## src/rtl/rlcd_pkg.sv

```systemverilog
// ----------------------------------------------------------------------------
// rlcd_pkg: shared types and constants for the relay/LED command deframer
// Frame codes, phase encoding, item/result structs and register indexes.
// ----------------------------------------------------------------------------
package rlcd_pkg;

    // Width of the pull-in countdown; hold_delay is cut or widened to it.
    localparam int DELAY_BITS = 16;

    localparam logic [7:0] SYNC_BYTE     = 8'hA0;
    localparam logic [7:0] CODE_RELAY    = 8'h01;
    localparam logic [7:0] CODE_RED      = 8'h11;
    localparam logic [7:0] CODE_GREEN    = 8'h12;
    localparam logic [7:0] CODE_BLUE     = 8'h13;
    localparam logic [7:0] CODE_POLL_ONE = 8'h21;
    localparam logic [7:0] CODE_POLL_TWO = 8'h22;

    localparam logic [7:0]  FULL_DUTY_RST  = 8'd255;
    localparam logic [7:0]  HOLD_DUTY_RST  = 8'd130;
    localparam logic [15:0] HOLD_DELAY_RST = 16'd100;

    // Item kind carried on tuser
    localparam logic CMD_BYTE = 1'b0;
    localparam logic CMD_TICK = 1'b1;

    // Configuration register indexes
    localparam logic [1:0] REG_FULL_DUTY  = 2'd0;
    localparam logic [1:0] REG_HOLD_DUTY  = 2'd1;
    localparam logic [1:0] REG_HOLD_DELAY = 2'd2;

    typedef enum logic [1:0] {
        PH_HUNT    = 2'd0,
        PH_CODE    = 2'd1,
        PH_PAYLOAD = 2'd2,
        PH_CHECK   = 2'd3
    } phase_t;

    typedef struct packed {
        logic       command;
        logic [7:0] rx_byte;
        logic       button_one;
        logic       button_two;
    } in_item_t;

    typedef struct packed {
        logic [7:0]  full_duty;
        logic [7:0]  hold_duty;
        logic [15:0] hold_delay;
    } cfg_t;

    typedef struct packed {
        logic [7:0] relay_duty;
        logic       red_on;
        logic       green_on;
        logic [7:0] blue_duty;
        logic       frame_good;
        logic       frame_bad;
        logic       poll_valid;
        logic       poll_which;
        logic       poll_level;
    } res_t;

endpackage

```

## src/rtl/rlcd_cfg_regs.sv

```systemverilog
// ----------------------------------------------------------------------------
// rlcd_cfg_regs: configuration register file
// Write-only registers for relay full duty, hold duty and pull-in delay.
// ----------------------------------------------------------------------------
module rlcd_cfg_regs
    import rlcd_pkg::*;
(
    input  logic        clk,
    input  logic        rst_n,
    input  logic        cfg_we,
    input  logic [1:0]  cfg_addr,
    input  logic [15:0] cfg_wdata,
    output cfg_t        cfg
);

    cfg_t cfg_reg;
    cfg_t cfg_next;

    always_comb
    begin
        cfg_next = cfg_reg;
        if (cfg_we)
        begin
            case (cfg_addr)
                REG_FULL_DUTY:  cfg_next.full_duty  = cfg_wdata[7:0];
                REG_HOLD_DUTY:  cfg_next.hold_duty  = cfg_wdata[7:0];
                REG_HOLD_DELAY: cfg_next.hold_delay = cfg_wdata;
                default:        cfg_next = cfg_reg;   // unmapped index: ignored
            endcase
        end
    end

    always_ff @(posedge clk or negedge rst_n)
    begin
        if (!rst_n)
        begin
            cfg_reg.full_duty  <= FULL_DUTY_RST;
            cfg_reg.hold_duty  <= HOLD_DUTY_RST;
            cfg_reg.hold_delay <= HOLD_DELAY_RST;
        end
        else
        begin
            cfg_reg <= cfg_next;
        end
    end

    assign cfg = cfg_reg;

endmodule

```

## src/rtl/rlcd_in_reg.sv

```systemverilog
// ----------------------------------------------------------------------------
// rlcd_in_reg: input register stage
// Captures one incoming transfer; refills in the cycle it is consumed.
// ----------------------------------------------------------------------------
module rlcd_in_reg
    import rlcd_pkg::*;
(
    input  logic        clk,
    input  logic        rst_n,
    input  logic        s_tvalid,
    output logic        s_tready,
    input  in_item_t    s_item,
    input  logic        advance,
    output logic        item_valid,
    output in_item_t    item
);

    logic     valid_reg;
    logic     valid_next;
    in_item_t item_reg;
    in_item_t item_next;

    assign s_tready = !valid_reg || advance;

    always_comb
    begin
        valid_next = valid_reg;
        item_next  = item_reg;
        if (s_tready)
        begin
            valid_next = s_tvalid;
            item_next  = s_item;
        end
    end

    always_ff @(posedge clk or negedge rst_n)
    begin
        if (!rst_n)
        begin
            valid_reg <= 1'b0;
        end
        else
        begin
            valid_reg <= valid_next;
        end
    end

    always_ff @(posedge clk)
    begin
        item_reg <= item_next;
    end

    assign item_valid = valid_reg;
    assign item       = item_reg;

endmodule

```

## src/rtl/rlcd_core.sv

```systemverilog
// ----------------------------------------------------------------------------
// rlcd_core: frame decoder, output state and result register
// One item per cycle if unstalled: framing FSM, LED/relay state, pull-in count.
// ----------------------------------------------------------------------------
module rlcd_core
    import rlcd_pkg::*;
(
    input  logic     clk,
    input  logic     rst_n,
    input  cfg_t     cfg,
    input  logic     item_valid,
    input  in_item_t item,
    output logic     advance,
    output logic     res_valid,
    output res_t     res,
    input  logic     m_tready
);

    phase_t                phase_reg, phase_next;
    logic [7:0]            code_reg, code_next;
    logic [7:0]            payload_reg, payload_next;
    logic [7:0]            sum_reg, sum_next;
    logic [7:0]            relay_reg, relay_next;
    logic                  red_reg, red_next;
    logic                  green_reg, green_next;
    logic [7:0]            blue_reg, blue_next;
    logic [DELAY_BITS-1:0] count_reg, count_next;
    logic                  res_valid_reg, res_valid_next;
    res_t                  res_reg, res_next;

    logic take;
    logic is_byte;
    logic sum_match;
    logic [DELAY_BITS-1:0] delay_load;
    logic [DELAY_BITS-1:0] count_dec;

    assign advance    = !res_valid_reg || m_tready;
    assign take       = item_valid && advance;
    assign is_byte    = (item.command == CMD_BYTE);
    assign sum_match  = (item.rx_byte == sum_reg);
    assign delay_load = DELAY_BITS'(cfg.hold_delay);
    assign count_dec  = count_reg - DELAY_BITS'(1);

    // Frame phase
    always_comb
    begin
        phase_next = phase_reg;
        if (take && is_byte)
        begin
            case (phase_reg)
                PH_HUNT:    phase_next = (item.rx_byte == SYNC_BYTE) ? PH_CODE : PH_HUNT;
                PH_CODE:    phase_next = PH_PAYLOAD;
                PH_PAYLOAD: phase_next = PH_CHECK;
                PH_CHECK:   phase_next = PH_HUNT;  // good or bad, back to hunting
                default:    phase_next = PH_HUNT;
            endcase
        end
    end

    // Datapath and result
    always_comb
    begin
        code_next      = code_reg;
        payload_next   = payload_reg;
        sum_next       = sum_reg;
        relay_next     = relay_reg;
        red_next       = red_reg;
        green_next     = green_reg;
        blue_next      = blue_reg;
        count_next     = count_reg;
        res_valid_next = res_valid_reg && !m_tready;
        res_next       = res_reg;
        res_next.frame_good = 1'b0;
        res_next.frame_bad  = 1'b0;
        res_next.poll_valid = 1'b0;
        res_next.poll_which = 1'b0;
        res_next.poll_level = 1'b0;

        if (take)
        begin
            res_valid_next = 1'b1;
            if (!is_byte)
            begin
                if (count_reg != '0)
                begin
                    count_next = count_dec;
                    if (count_dec == '0)
                    begin
                        relay_next = cfg.hold_duty;
                    end
                end
            end
            else
            begin
                case (phase_reg)
                    PH_HUNT:
                    begin
                        if (item.rx_byte == SYNC_BYTE)
                        begin
                            sum_next = SYNC_BYTE;
                        end
                    end
                    PH_CODE:
                    begin
                        code_next = item.rx_byte;
                        sum_next  = sum_reg + item.rx_byte;
                    end
                    PH_PAYLOAD:
                    begin
                        payload_next = item.rx_byte;
                        sum_next     = sum_reg + item.rx_byte;
                    end
                    PH_CHECK:
                    begin
                        res_next.frame_good = sum_match;
                        res_next.frame_bad  = !sum_match;
                        if (sum_match)
                        begin
                            case (code_reg)
                                CODE_RELAY:
                                begin
                                    if (payload_reg != 8'd0)
                                    begin
                                        relay_next = cfg.full_duty;
                                        if (cfg.full_duty > 8'd1)
                                        begin
                                            count_next = delay_load;
                                            if (delay_load == '0)
                                            begin
                                                relay_next = cfg.hold_duty;
                                            end
                                        end
                                        else
                                        begin
                                            count_next = '0;
                                        end
                                    end
                                    else
                                    begin
                                        relay_next = 8'd0;
                                        count_next = '0;
                                    end
                                end
                                CODE_RED:   red_next   = (payload_reg != 8'd0);
                                CODE_GREEN: green_next = (payload_reg != 8'd0);
                                CODE_BLUE:  blue_next  = payload_reg;
                                CODE_POLL_ONE:
                                begin
                                    res_next.poll_valid = 1'b1;
                                    res_next.poll_which = 1'b0;
                                    res_next.poll_level = item.button_one;
                                end
                                CODE_POLL_TWO:
                                begin
                                    res_next.poll_valid = 1'b1;
                                    res_next.poll_which = 1'b1;
                                    res_next.poll_level = item.button_two;
                                end
                                default: ;  // unknown code: still a good frame
                            endcase
                        end
                    end
                    default: ;
                endcase
            end
            res_next.relay_duty = relay_next;
            res_next.red_on     = red_next;
            res_next.green_on   = green_next;
            res_next.blue_duty  = blue_next;
        end
        else if (res_valid_reg && !m_tready)
        begin
            res_next = res_reg;     // stalled result holds
        end
    end

    always_ff @(posedge clk or negedge rst_n)
    begin
        if (!rst_n)
        begin
            phase_reg     <= PH_HUNT;
            code_reg      <= 8'd0;
            payload_reg   <= 8'd0;
            sum_reg       <= 8'd0;
            relay_reg     <= 8'd0;
            red_reg       <= 1'b1;
            green_reg     <= 1'b0;
            blue_reg      <= 8'd0;
            count_reg     <= '0;
            res_valid_reg <= 1'b0;
        end
        else
        begin
            phase_reg     <= phase_next;
            code_reg      <= code_next;
            payload_reg   <= payload_next;
            sum_reg       <= sum_next;
            relay_reg     <= relay_next;
            red_reg       <= red_next;
            green_reg     <= green_next;
            blue_reg      <= blue_next;
            count_reg     <= count_next;
            res_valid_reg <= res_valid_next;
        end
    end

    always_ff @(posedge clk)
    begin
        res_reg <= res_next;
    end

    assign res_valid = res_valid_reg;
    assign res       = res_reg;

    // A poll report only comes with a good frame
    a_poll_needs_good: assert property (@(posedge clk) disable iff (!rst_n)
        res_valid_reg && res_reg.poll_valid |-> res_reg.frame_good)
        else $error("poll reported without good frame");

    // A running pull-in implies the relay is driven above 1
    a_pullin_relay: assert property (@(posedge clk) disable iff (!rst_n)
        count_reg != '0 |-> relay_reg > 8'd1)
        else $error("pull-in running with relay duty <= 1");

    // Ticks never move the framing state
    a_tick_keeps_phase: assert property (@(posedge clk) disable iff (!rst_n)
        take && !is_byte |=> $stable(phase_reg))
        else $error("tick changed frame phase");

    // The checksum byte always ends the frame
    a_check_returns: assert property (@(posedge clk) disable iff (!rst_n)
        take && is_byte && phase_reg == PH_CHECK |=> phase_reg == PH_HUNT)
        else $error("frame did not return to hunting");

endmodule

```

## src/rtl/relay_led_command_deframer.sv

```systemverilog
// Path: an accepted transfer passes the input register, then the result
//   register, before its result appears on m_axis; a stall on m_axis can
//   hold it back in the input register.
// Throughput: one item per cycle while m_axis is not stalled; the framing
//   FSM and relay countdown update combinationally between the registers.
// Reset (rst_n, async, active low): hunting for sync, relay 0, red on,
//   green off, blue 0, no pull-in; registers 255 / 130 / 100.
// ----------------------------------------------------------------------------
// relay_led_command_deframer: serial command deframer for relay and LEDs
// Frames sync/code/payload/checksum bytes, drives relay duty with pull-in
// and hold phases, LED levels, and reports button polls.
// ----------------------------------------------------------------------------
module relay_led_command_deframer
    import rlcd_pkg::*;
(
    input  logic        clk,
    input  logic        rst_n,
    // configuration write port
    input  logic        cfg_we,
    input  logic [1:0]  cfg_addr,
    input  logic [15:0] cfg_wdata,
    // input stream
    input  logic        s_axis_tvalid,
    output logic        s_axis_tready,
    input  logic [15:0] s_axis_tdata,   // [7:0] rx_byte, [8] button_one, [9] button_two
    input  logic        s_axis_tuser,   // [0] command (0 byte, 1 tick)
    // result stream
    output logic        m_axis_tvalid,
    input  logic        m_axis_tready,
    output logic [23:0] m_axis_tdata    // [7:0] relay_duty, [8] red_on, [9] green_on,
                                        // [17:10] blue_duty, [18] frame_good,
                                        // [19] frame_bad, [20] poll_valid,
                                        // [21] poll_which, [22] poll_level
);

    cfg_t     cfg;
    in_item_t s_item;
    in_item_t item;
    logic     item_valid;
    logic     advance;
    res_t     res;

    // Unpack the slave-side transfer
    assign s_item.command    = s_axis_tuser;
    assign s_item.rx_byte    = s_axis_tdata[7:0];
    assign s_item.button_one = s_axis_tdata[8];
    assign s_item.button_two = s_axis_tdata[9];

    rlcd_cfg_regs u_cfg (
        .clk       (clk),
        .rst_n     (rst_n),
        .cfg_we    (cfg_we),
        .cfg_addr  (cfg_addr),
        .cfg_wdata (cfg_wdata),
        .cfg       (cfg)
    );

    // Input register: refills in the same cycle the core consumes it
    rlcd_in_reg u_in (
        .clk        (clk),
        .rst_n      (rst_n),
        .s_tvalid   (s_axis_tvalid),
        .s_tready   (s_axis_tready),
        .s_item     (s_item),
        .advance    (advance),
        .item_valid (item_valid),
        .item       (item)
    );

    // Decode and state update; result register decouples the master side
    rlcd_core u_core (
        .clk        (clk),
        .rst_n      (rst_n),
        .cfg        (cfg),
        .item_valid (item_valid),
        .item       (item),
        .advance    (advance),
        .res_valid  (m_axis_tvalid),
        .res        (res),
        .m_tready   (m_axis_tready)
    );

    // Pack the result, first field lowest, top bit padding
    assign m_axis_tdata = {1'b0,
                           res.poll_level,
                           res.poll_which,
                           res.poll_valid,
                           res.frame_bad,
                           res.frame_good,
                           res.blue_duty,
                           res.green_on,
                           res.red_on,
                           res.relay_duty};

endmodule

```

## config.mk

```make
export PLATFORM = sky130hd
export DESIGN_NAME = relay_led_command_deframer
export DESIGN_NICKNAME = d
export VERILOG_FILES = /design/src/rtl/rlcd_pkg.sv /design/src/rtl/rlcd_cfg_regs.sv /design/src/rtl/rlcd_in_reg.sv /design/src/rtl/rlcd_core.sv /design/src/rtl/relay_led_command_deframer.sv
export SDC_FILE = /design/constraint.sdc
export NUM_CORES = 1
export LEC_CHECK = 0
export ABC_CLOCK_PERIOD_IN_PS = 6100
export BUFFER_PORTS_ARGS = -buffer_cell sky130_fd_sc_hd__buf_4
export CAP_MARGIN = 20
export CORE_MARGIN = 4
export CORE_UTILIZATION = 55
export DETAILED_ROUTE_END_ITERATION = 10
export GPL_TIMING_DRIVEN = 1
export PLACE_DENSITY_LB_ADDON = 0.05
export REMOVE_ABC_BUFFERS = 1
export SYNTH_ARGS = -nofsm -noshare
export SYNTH_HDL_FRONTEND = slang
export SYNTH_HIERARCHICAL = 1
export SYNTH_SLANG_ARGS = --single-unit
```

## constraint.sdc

```tcl
create_clock -name clk -period 6.1 [get_ports clk]
set_input_delay 1.22 -clock clk [delete_from_list [all_inputs] [get_ports clk]]
set_output_delay 1.22 -clock clk [all_outputs]
set_load 0.02 [all_outputs]
```

==> summary.md <==
| Metric | Value |
|---|---|
| TritonRoute pass-1 iters | 5 |
| Core box area | 11,600 µm² |
| Initial Utilization | 57.0% |
| # rows | 39 |
| Clk pwr share | 32.8% |
| Total routed wirelength | 15.6 mm |
| Overall Power | 2.97 mW |
| # hold bufs at CTS | 0 |
| Max FFs per register | 32 |
| DR WL/cell | 19.3 µm |
| Post-route setup TNS | 0 ps |
| Mapped Cells | 595 |
| 1st-iter DRT viols | 630 |
| CP Launch Type | flip-flop |
| Number of synthesized flops with an enable pin | 34 |
| GR Layer Usage met3 | 5.72% |
| Final instance area | 7750 µm² |
| Max Clock Skew | 11.5 ps |
| Critical Path End Type | flip-flop |
| First-pass GRT wire length | 26.0 mm |
| Setup Fix Bufs, Post-CTS | 0 |
| Worst-path fanout max | 12 |
| Final nets | 707 |
| Arrival time at the worst endpoint | 3440 ps |
| Hold Path Class | reg -> reg |
| Grt ovf | 0 |
| Post-Synth XOR/XNOR Area | 0.529% |
| Register area share after synthesis | 51.2% |
| FF+latch count, synth | 128 |
| Fin. Hold Viols | 0 |
| Unrepaired setup endpoints after global routing | no |
| Drt drc | 0 |
| Simple-Gate Fraction of Synth Area | 17.6% |
| R2r setup slk | 2830 ps |
| Largest net degree at the start of global routing | 53 |
| Seq pwr share | 43.5% |
| Worst skew pair latency | 420 ps |
| Vias/cell | 6.30 |
| Antenna violations before repair | 0 |
| Area delta synth->final | 17.0% |
| Slew at the pin closest to its max-slew limit | 897 ps |
| DIE HEIGHT | 118 µm |
| Final ANT Viol Nets | 0 |
| Post-Synthesis Cell Area | 6620 µm² |
| Setup violations, final | 0 |
| Status | finished clean |
| Post-synthesis compound-gate area fraction | 12.4% |
| Fin crit period | 3270 ps |
| Diode count | 0 |
| Clock buffers created by TritonCTS | 17 |
| Fin crit share | 53.6% |
| Slew HR | 40.0% |
| Util after Layout | 66.7% |
| Kind of critical path | reg -> reg |
| Port Buffers | 58 |
| Vias in the first global route | 5,075 |
| CTS H-tree lvls | 4 |
| Vias | 5,088 |
| IO Pins | 66 |
| Placed cell areas | 7170 µm² |
| Tot GR Track Use | 23.3% |
| Int Pwr | 2.01 mW |
| Max Clk Rate | 306 MHz |
| Sw power | 0.961 mW |
| Adder-cell share of the synthesized area | 2.95% |
| Maximum VDD drop | 0.250 mV |
| Synth cell types | 68 |
| Detailed Place HPWL | 10.5 mm |
| Clock-pin slew on the worst setup and hold paths | 60 ps |
| GR met2 Demand/Resource | 36.1% |
| Hold path startpoint | u_core/sum_reg[2] |
| Post_cts resized | 0 |
| Static leakage | 3.12 nW |
| CTS Root Buffer Type | clkbuf_16 |
| Max-slew violation count | 0 |
| CTS tree | done |
| Maximum buffer depth of the clock tree | 2 |
| Synth Flop Type | dfrtp_1 |
| Pwr dens | 384 nW/µm² |
| Mean Syn Cell Area | 11.1 µm² |
| Die width | 118 µm |
| Async set-reset flop share out of synthesis | 73.4% |
| GR peak layer | met2 |
| Logic pwr share | 23.8% |
| Worst EP required | 6270 ps |
| Switching portion of total power | 32.3% |
| Die footprint | 13,900 µm² |
| Share of cells above drive strength 1 | 29.5% |
| Start point of the critical path | u_core/count_reg[0] |
| Max-cap viol count | 0 |
| M1 GR Usage | 32.6% |
| CP Capture Point | u_core/res[15] |
| FF-to-FF End | u_core/res[15] |
| Largest family of logic cells by synthesized area | simple AND/OR/NAND/NOR gates |
| Syn. warnings | 6 |
| R2R cell count | 8 |
| Gpl congestion | 0.903 |
| Sink Count | 128 |
| Mux cell area share after synthesis | 12.4% |
| Worst reg2reg startpoint | u_core/count_reg[0] |
## area by class of cell
class                   instances  area (µm²)
flip-flops and latches        128        3390
clock buffers                  19         464
repair buffers                 65         488
multi-input cells             422        3050
fillers                       912        3860
well taps                     143         179
clock inverters                13         111
inverters                      18        67.6
## stage by stage
stage / hold WS [ps] / instances / setup WS (ps)
2_1_floorplan: 443 / 568 / 2530
3_3_place_gp: 461 / 776 / 2650
3_5_place_dp: 471 / 776 / 2580
4_1_cts: 484 / 808 / 2880
5_1_grt: 518 / 808 / 2650
6_report: 480 / 808 / 2830
## critical path, cell delays in order, from the launching register on
cell and delay [ps]:
dfrtp_1 460, inv_1 160, ha_1 420, o21ai_0 230, o22ai_1 230, a22o_1 230
nand3_1 320, or3_1 610, a221o_1 350
## worst min-delay path by stage
stage | cells after the start | end
2_1_floorplan | 2 | u_core/sum_reg[0]
3_3_place_gp | 2 | u_core/sum_reg[0]
3_5_place_dp | 2 | u_core/sum_reg[2]
4_1_cts | 2 | u_core/sum_reg[2]
5_1_grt | 2 | u_core/sum_reg[2]
6_report | 2 | u_core/sum_reg[2]
## cell usage after synthesis (4+ instances only)
library cell,n,area [µm²]
mux2_2,63,709
nor3_1,14,70.1
dfstp_2,14,368
nand3_1,36,180
nand2_1,51,191
edfxtp_1,34,1020
a311o_1,7,70.1
and3_1,9,56.3
o21a_1,4,30.0
dfrtp_1,80,2000
nand4_1,10,62.6
or2_2,4,25.0
o211ai_1,8,60.1
nor4_1,11,68.8
clkbuf_1,21,78.8
o21ai_0,19,95.1
o41ai_1,9,78.8
a31oi_1,5,31.3
nor2_1,39,146
nand2b_1,6,37.5
a221o_1,10,100
nor3b_1,4,30.0
ha_1,14,175
a21oi_1,22,110
inv_1,18,67.6
or4_1,4,30.0
nand3b_1,5,37.5
or3_1,4,25.0
mux2i_1,11,110
## placed cells by master (no fill, tap or decap), types with 3 or more instances in the layout
cell type and instances:
o31ai_1 3, mux2_2 63, dfrtp_1 80, clkinv_2 5, or3_1 4, nor2_1 39
nand2b_1 6, a221o_1 10, nand3_1 36, ha_1 14, dfstp_2 14, or2_2 4
inv_1 18, o21a_1 4, nand4_1 10, o211ai_1 8, mux2i_1 11, or4_1 4
o41ai_1 9, nand3b_1 5, o21ai_0 19, nor3_1 14, clkinvlp_4 4, clkbuf_16 18
a21oi_1 22, a311o_1 7, nand2_1 51, a31oi_1 5, nor3b_1 4, a32oi_1 3
nor4b_1 3, nor4_1 11, buf_4 65, and3_1 9, edfxtp_1 34
## cell families after synthesis
logic type	Yosys count
AOI/OAI and AO/OA	111
xor gates and xnor gates	4
adders and majority gates	15
buffers and inverters	45
DFF	128
muxes	74
other	1
and+or+nand+nor	217
## per-layer routing
layer,routed length (µm),vias up
li1,-,2379
met1,6950,2477
met2,7230,204
met3,1130,28
met4,261,0
met5,0,-
## power groups by stage
| stage | logic [mW] | registers, mW | clock network, mW |
|---|---|---|---|
| after floorplan | 0.500 | 1.26 | 0 |
| after global placement | 0.670 | 1.29 | 0 |
| after detailed placement | 0.693 | 1.30 | 0 |
| after CTS | 0.702 | 1.29 | 0.991 |
| after global routing | 0.780 | 1.33 | 1.04 |
| final | 0.707 | 1.29 | 0.974 |
Note: power is estimated with default switching activity, not from simulation.
